### src/hdl/lrfc_pkg.sv
// Shared types and constants for the LIN response frame checker.
// No dependencies; every other file of the block refers to this package.
`default_nettype none

package lrfc_pkg;

    localparam int unsigned BYTE_W   = 8;
    localparam int unsigned ID_W     = 6;
    localparam int unsigned COUNT_W  = 4;
    localparam int unsigned DATA_W   = 64;
    localparam int unsigned DATA_BYTES = DATA_W / BYTE_W;

    localparam logic [BYTE_W-1:0]  SYNC_VALUE = 8'h55;
    localparam logic [COUNT_W-1:0] FRAME_LEN  = 4'd11;
    localparam logic [COUNT_W-1:0] COUNT_MAX  = 4'd12;
    localparam logic [COUNT_W-1:0] COUNT_NONE = 4'd2;   // this many or fewer: no response
    localparam logic [COUNT_W-1:0] POS_ID     = 4'd1;
    localparam logic [COUNT_W-1:0] POS_DATA0  = 4'd2;
    localparam logic [COUNT_W-1:0] POS_DATA7  = 4'd9;
    localparam logic [COUNT_W-1:0] POS_CSUM   = 4'd10;

    typedef enum logic [2:0] {
        ST_NONE       = 3'd0,
        ST_UNEXPECTED = 3'd1,
        ST_CSUM_ERR   = 3'd2,
        ST_CHANGED    = 3'd3,
        ST_UNCHANGED  = 3'd4
    } status_t;

    // Collected state of the current response window
    typedef struct packed {
        logic [COUNT_W-1:0] count;
        logic [BYTE_W-1:0]  sum;
        logic               sync;
        logic [ID_W-1:0]    id;
        logic [DATA_W-1:0]  data;
        logic [BYTE_W-1:0]  csum;
    } window_t;

endpackage

`default_nettype wire

### src/hdl/lrfc_window.sv
// Response window collector: byte count, enhanced checksum, sync, id, data and checksum bytes.
// Depends on lrfc_pkg.
`default_nettype none

module lrfc_window (
    input  wire logic                        clk,
    input  wire logic                        rst_n,
    input  wire logic                        byte_en,
    input  wire logic                        clear,
    input  wire logic [lrfc_pkg::BYTE_W-1:0] rx_byte,
    output lrfc_pkg::window_t                win
);

    lrfc_pkg::window_t win_reg;
    lrfc_pkg::window_t win_next;
    logic [lrfc_pkg::BYTE_W:0] sum_wide;

    assign win = win_reg;

    always_comb
    begin
        win_next = win_reg;
        sum_wide = {1'b0, win_reg.sum} + {1'b0, rx_byte};
        if (clear)
        begin
            win_next = '0;
        end
        else if (byte_en)
        begin
            if (win_reg.count == '0)
            begin
                win_next.sync = (rx_byte == lrfc_pkg::SYNC_VALUE);
            end
            if (win_reg.count == lrfc_pkg::POS_ID)
            begin
                win_next.id = rx_byte[lrfc_pkg::ID_W-1:0];
            end
            // end-around carry add over bytes 1 to 9
            if (win_reg.count >= lrfc_pkg::POS_ID && win_reg.count <= lrfc_pkg::POS_DATA7)
            begin
                win_next.sum = sum_wide[lrfc_pkg::BYTE_W-1:0]
                             + {{(lrfc_pkg::BYTE_W-1){1'b0}}, sum_wide[lrfc_pkg::BYTE_W]};
            end
            for (int k = 0; k < lrfc_pkg::DATA_BYTES; k++)
            begin
                if (win_reg.count == lrfc_pkg::POS_DATA0 + lrfc_pkg::COUNT_W'(k))
                begin
                    win_next.data[(lrfc_pkg::DATA_BYTES-1-k)*lrfc_pkg::BYTE_W +: lrfc_pkg::BYTE_W]
                        = rx_byte;
                end
            end
            if (win_reg.count == lrfc_pkg::POS_CSUM)
            begin
                win_next.csum = rx_byte;
            end
            if (win_reg.count < lrfc_pkg::COUNT_MAX)
            begin
                win_next.count = win_reg.count + 1'b1;
            end
        end
    end

    always_ff @(posedge clk or negedge rst_n)
    begin
        if (!rst_n)
        begin
            win_reg <= '0;
        end
        else
        begin
            win_reg <= win_next;
        end
    end

endmodule

`default_nettype wire

### src/hdl/lrfc_eval.sv
// Frame judgment at window end and the stored reference frame.
// Depends on lrfc_pkg.
`default_nettype none

module lrfc_eval (
    input  wire logic                        clk,
    input  wire logic                        rst_n,
    input  wire logic                        eval_en,
    input  wire lrfc_pkg::window_t           win,
    input  wire logic [lrfc_pkg::ID_W-1:0]   expected_id,
    input  wire logic                        grab_ref,
    output lrfc_pkg::status_t                status,
    output logic                             ref_updated
);

    logic [lrfc_pkg::DATA_W-1:0] ref_data_reg;
    logic [lrfc_pkg::DATA_W-1:0] ref_data_next;
    logic                        ref_valid_reg;
    logic                        ref_valid_next;
    logic                        good;

    always_comb
    begin
        good = 1'b0;
        if (win.count <= lrfc_pkg::COUNT_NONE)
        begin
            status = lrfc_pkg::ST_NONE;
        end
        else if (win.count != lrfc_pkg::FRAME_LEN || !win.sync || win.id != expected_id)
        begin
            status = lrfc_pkg::ST_UNEXPECTED;
        end
        else if (~win.sum != win.csum)
        begin
            status = lrfc_pkg::ST_CSUM_ERR;
        end
        else
        begin
            good = 1'b1;
            if (ref_valid_reg && win.data == ref_data_reg)
            begin
                status = lrfc_pkg::ST_UNCHANGED;
            end
            else
            begin
                status = lrfc_pkg::ST_CHANGED;
            end
        end
        ref_updated    = grab_ref && good;
        ref_data_next  = ref_data_reg;
        ref_valid_next = ref_valid_reg;
        if (eval_en && ref_updated)
        begin
            ref_data_next  = win.data;
            ref_valid_next = 1'b1;
        end
    end

    always_ff @(posedge clk or negedge rst_n)
    begin
        if (!rst_n)
        begin
            ref_data_reg  <= '0;
            ref_valid_reg <= 1'b0;
        end
        else
        begin
            ref_data_reg  <= ref_data_next;
            ref_valid_reg <= ref_valid_next;
        end
    end

endmodule

`default_nettype wire

### src/hdl/lin_response_frame_checker_unit.sv
// LIN response frame checker, top level.
// A window-end request is held in the input register, then its result is loaded into the
// result register once that slot is free; bytes give no result.
// Throughput: one request per cycle, but a window end waits while the result slot is full.
// Reset (rst_n low, asynchronous): window state, reference and both valid flags clear.
// Depends on lrfc_pkg, lrfc_window and lrfc_eval.
`default_nettype none

module lin_response_frame_checker_unit (
    input  wire logic        clk,
    input  wire logic        rst_n,
    // request channel
    input  wire logic        s_tvalid,
    output logic             s_tready,
    input  wire logic [15:0] s_tdata,   // rx_byte[7:0], expected_id[13:8], grab_ref[14], 0
    input  wire logic        s_tuser,   // kind: 0 byte, 1 window end
    // result channel
    output logic             m_tvalid,
    input  wire logic        m_tready,
    output logic [71:0]      m_tdata    // frame_status[2:0], frame_data[66:3],
                                        // ref_updated[67], 0
);

    // Input register: holds one request until the datapath takes it
    logic                            in_valid_reg;
    logic                            in_valid_next;
    logic                            in_kind_reg;
    logic [lrfc_pkg::BYTE_W-1:0]     in_byte_reg;
    logic [lrfc_pkg::ID_W-1:0]       in_id_reg;
    logic                            in_grab_reg;

    // Result register
    logic                            out_valid_reg;
    logic                            out_valid_next;
    lrfc_pkg::status_t               out_status_reg;
    logic [lrfc_pkg::DATA_W-1:0]     out_data_reg;
    logic                            out_updated_reg;

    logic                            out_free;
    logic                            fire;
    logic                            byte_en;
    logic                            eval_en;
    lrfc_pkg::window_t               win;
    lrfc_pkg::status_t               status;
    logic                            ref_updated;

    // A byte request never needs the result slot; a window end needs it free
    assign out_free = !out_valid_reg || m_tready;
    assign fire     = in_valid_reg && (!in_kind_reg || out_free);
    assign byte_en  = fire && !in_kind_reg;
    assign eval_en  = fire && in_kind_reg;
    assign s_tready = !in_valid_reg || fire;

    always_comb
    begin
        in_valid_next = in_valid_reg;
        if (s_tvalid && s_tready)
        begin
            in_valid_next = 1'b1;
        end
        else if (fire)
        begin
            in_valid_next = 1'b0;
        end

        out_valid_next = out_valid_reg;
        if (eval_en)
        begin
            out_valid_next = 1'b1;
        end
        else if (m_tready)
        begin
            out_valid_next = 1'b0;
        end
    end

    always_ff @(posedge clk or negedge rst_n)
    begin
        if (!rst_n)
        begin
            in_valid_reg  <= 1'b0;
            out_valid_reg <= 1'b0;
        end
        else
        begin
            in_valid_reg  <= in_valid_next;
            out_valid_reg <= out_valid_next;
        end
    end

    // Payload registers: load on acceptance / on evaluation only
    always_ff @(posedge clk)
    begin
        if (s_tvalid && s_tready)
        begin
            in_kind_reg <= s_tuser;
            in_byte_reg <= s_tdata[7:0];
            in_id_reg   <= s_tdata[13:8];
            in_grab_reg <= s_tdata[14];
        end
        if (eval_en)
        begin
            out_status_reg  <= status;
            out_data_reg    <= win.data;
            out_updated_reg <= ref_updated;
        end
    end

    lrfc_window u_window (
        .clk     (clk),
        .rst_n   (rst_n),
        .byte_en (byte_en),
        .clear   (eval_en),
        .rx_byte (in_byte_reg),
        .win     (win)
    );

    lrfc_eval u_eval (
        .clk         (clk),
        .rst_n       (rst_n),
        .eval_en     (eval_en),
        .win         (win),
        .expected_id (in_id_reg),
        .grab_ref    (in_grab_reg),
        .status      (status),
        .ref_updated (ref_updated)
    );

    assign m_tvalid = out_valid_reg;
    assign m_tdata  = {4'b0000, out_updated_reg, out_data_reg, out_status_reg};

`ifndef SYNTHESIS
    // A replaced reference only ever comes from a frame with a good checksum
    a_update_good: assert property (@(posedge clk) disable iff (!rst_n)
        out_valid_reg && out_updated_reg |->
            (out_status_reg == lrfc_pkg::ST_CHANGED ||
             out_status_reg == lrfc_pkg::ST_UNCHANGED))
        else $error("ref_updated on a frame that is not good");

    // Window clears after every evaluation
    a_window_clear: assert property (@(posedge clk) disable iff (!rst_n)
        eval_en |=> (win.count == '0 && win.sum == '0 && win.data == '0))
        else $error("window not cleared after evaluation");

    // Byte count never passes its saturation value
    a_count_sat: assert property (@(posedge clk) disable iff (!rst_n)
        win.count <= lrfc_pkg::COUNT_MAX)
        else $error("byte count beyond saturation");

    // Evaluation only when the result slot is free
    a_no_overwrite: assert property (@(posedge clk) disable iff (!rst_n)
        eval_en |-> (!out_valid_reg || m_tready))
        else $error("result overwritten before it was taken");

    // Input side stalls only while a request waits in the input register
    a_stall_cause: assert property (@(posedge clk) disable iff (!rst_n)
        !s_tready |-> (in_valid_reg && in_kind_reg && out_valid_reg))
        else $error("input stalled without a waiting window end");
`endif

endmodule

`default_nettype wire

### config.mk
export PLATFORM = sky130hd
export DESIGN_NAME = lin_response_frame_checker_unit
export DESIGN_NICKNAME = d
export VERILOG_FILES = /design/src/hdl/lrfc_pkg.sv /design/src/hdl/lrfc_window.sv /design/src/hdl/lrfc_eval.sv /design/src/hdl/lin_response_frame_checker_unit.sv
export SDC_FILE = /design/constraint.sdc
export NUM_CORES = 1
export LEC_CHECK = 0
export ABC_AREA = 1
export CORE_MARGIN = 5
export CORE_UTILIZATION = 45
export CTS_CLUSTER_SIZE = 14
export DETAILED_ROUTE_END_ITERATION = 6
export DONT_BUFFER_PORTS = 1
export PLACE_DENSITY = 0.67
export RECOVER_POWER = 25
export SYNTH_ARGS = -nofsm -noshare
export SYNTH_HDL_FRONTEND = slang
export SYNTH_SLANG_ARGS = --single-unit
### constraint.sdc
create_clock -name clk -period 3 [get_ports clk]
set_input_delay 0.15 -clock clk [delete_from_list [all_inputs] [get_ports clk]]
set_output_delay 0.15 -clock clk [all_outputs]
set_load 0.01 [all_outputs]
==> impl_metrics.ini <==
[critical_path]
cp_common_cell = nand2_1
start_kind = register
path_class = reg -> reg
cp_slowest_cell = edfxtp_1
endpoint_kind = register
arrival_ns = 3.04
cp_max_fo = 3
required_ns = 3.41
path_cells = ha_1 > fa_1 > nand3_1 > nand3_1 > nand3_1 > nand2_1 > a21oi_1 > o21bai_1 > ha_1 > ha_1 > nand3b_1 > nor2_1 > nand2_1 > nand2_1 > nand2_1 > o21ai_1
critPathTopFamily = adder cells
max_stage_delay_ns = 0.43
cp_num_buf_inv = 0

[pwr]
vdd.ir_drop.worst_mv = 0.531
power.density_nw_per_um2 = 771
p_leak_nw = 5.74

[cells_and_area]
final_common_cell = nand2_1
diodes = 0
largest_reg_flops = 91
design_area_um2 = 12600
layout.nets = 1301
area_delta_synth_final_pct = 12.8
fin_cells = 1607
layout-drive-gt1-share_pct = 9.90
fin_util_pct = 51.8
final_cell_mix = nand2_1, dfrtp_1, inv_1, nor2_1, edfxtp_1

[die]
die_x_um = 168
die-area_um2 = 28200
die_h_um = 168
rows = 57
start_util_pct = 45.9
coreArea_um2 = 24400
ios = 95

[clocking]
cts_tree = done
htree_num_levels = 1
post_cts_buffers = 0
clk_pin_slew_ns = 0.06
clock_latency_ns = 0.53
cts_root_buf = clkbuf_16
postCtsHoldBufs = 19
cts.path.max_buffers = 3
numCtsBuffers = 26
ctsResizeCount = 0
cts_sinks = 242

[synthesis]
yosys_warnings = 0
async_reset_ff_share_pct = 65.3
netlist_area_um2 = 11200
synth-edff-count = 84
synthFlopType = dfrtp_1
yosysUniqueCellTypes = 39
ys_seq_area_share_pct = 57.8
synth_area_per_cell_um2 = 9.08
ys_seq_elements = 242
syn_inst = 1234

[route]
final_antenna_net_count = 0
drc = 0
drt_wl_total_mm = 26.2
viasPerCell = 4.98
drt_iter0_drc = 717
firstDrtPassIters = 5
via_count = 7997
wire_per_inst_um = 16.3

[outcome]
outcome = finished with violations
violations = negative hold slack

[sta]
fin_setup_tns_ns = 0
worst_pin_slew_ns = 0.809
fin_skew_ns = 0.00954
slew_viol_final = 0
finalHoldWorstSlack_ns = -0.672
final-setup-viol-count = 0
hold_viol = 158
clock.fmax_mhz = 380
min_period_ns = 2.63
fin_crit_sh_pct = 87.6
slew_headroom_pct = 46.1
rsz0062_at_grt = no

[global_route]
grt_start_max_net_pins = 159
grt_usage_pct = 18.4
antenna_found_initial = 0
grt_pass1_wl_mm = 41.6
grt_overflow = 0
grt_pass1_vias = 7811

[place]
postPlaceCellArea_um2 = 11500
dp_hpwl_mm = 18.6
gp_congestion = 0.884
dpl.cell_count = 1541
numPortBuffers = 0

[run]
cap_violations = 0

[worst_hold_path]
hold_class = in -> async
-- synth_stat cells, drive strengths merged (2+ instances only) --
library cell | count | area share (%)
nand3 | 27 | 1.2
dfrtp | 158 | 35
nor2 | 119 | 4.0
a21oi | 51 | 2.4
xnor2 | 15 | 1.2
buf | 27 | 2.0
nor3 | 8 | 0.40
and3 | 2 | 0.11
inv | 160 | 5.4
clkbuf | 4 | 0.13
nand4 | 17 | 0.95
xor2 | 8 | 0.63
edfxtp | 84 | 23
nand2 | 395 | 13
or2 | 7 | 0.39
nand3b | 3 | 0.20
or3b | 2 | 0.16
ha | 15 | 1.7
o21ai | 119 | 7.0
a31oi | 3 | 0.44
-- cells by family after synthesis --
logic type	share of synthesized area, %
AO/OA/AOI/OAI	10.2
XOR/XNOR	1.80
adder cells (fa/ha/maj)	1.85
buffers and inverters	7.48
flip-flops	57.8
other	0.0335
AND/OR/NAND/NOR	20.8
-- layer usage --
layer | wire length [um] | up-vias | global-route usage (%)
li1 | - | 3993 | -
met5 | 0 | - | 0
met2 | 12500 | 208 | 31.4
met3 | 1300 | 47 | 3.12
met1 | 11800 | 3749 | 24.7
met4 | 663 | 0 | 4.62
-- worst paths after layout --
check,start,end,slack [ns],cells past startpoint
worst max-delay path,in_byte_reg[0]$_DFFE_PP_,u_window.win[85]$_DFFE_PN0P_,0.37,16
worst min-delay path,rst_n,u_window.win[48]$_DFFE_PN0P_,-0.67,0
worst max register to register,in_byte_reg[0]$_DFFE_PP_,u_window.win[85]$_DFFE_PN0P_,0.37,16
worst min register to register,u_window.win[65]$_DFFE_PN0P_,out_data_reg[57]$_DFFE_PP_,0.48,0
max in group asynchronous,rst_n,u_window.win[57]$_DFFE_PN0P_,3.40,0
min in group clk,s_tdata[7],in_byte_reg[7]$_DFFE_PP_,0.24,1
-- through the flow --
step           setup slack (ns)  hold WS, ns  power, W
6_report                  0.372       -0.672   0.00974
5_1_grt                   0.152       -0.693    0.0103
4_1_cts                   0.364       -0.689   0.00979
3_5_place_dp              0.382       -0.132   0.00639
3_3_place_gp              0.416       -0.131   0.00634
2_1_floorplan             0.530       -0.146   0.00580
-- where the power goes --
part           switching [W]  internal, W
clock network        0.00129      0.00208
registers           0.000513      0.00397
logic                0.00123     0.000664
total                0.00303      0.00671
-- final cells by class --
| class | count | area, um2 |
|---|---|---|
| repair buffers | 30 | 323 |
| flip-flops and latches | 242 | 6480 |
| multi-input cells | 803 | 3910 |
| inverters | 161 | 606 |
| well taps | 324 | 405 |
| clock inverters | 13 | 168 |
| clock buffers | 34 | 743 |
| fillers | 2206 | 11800 |
Note: power is estimated with default switching activity, not from simulation.
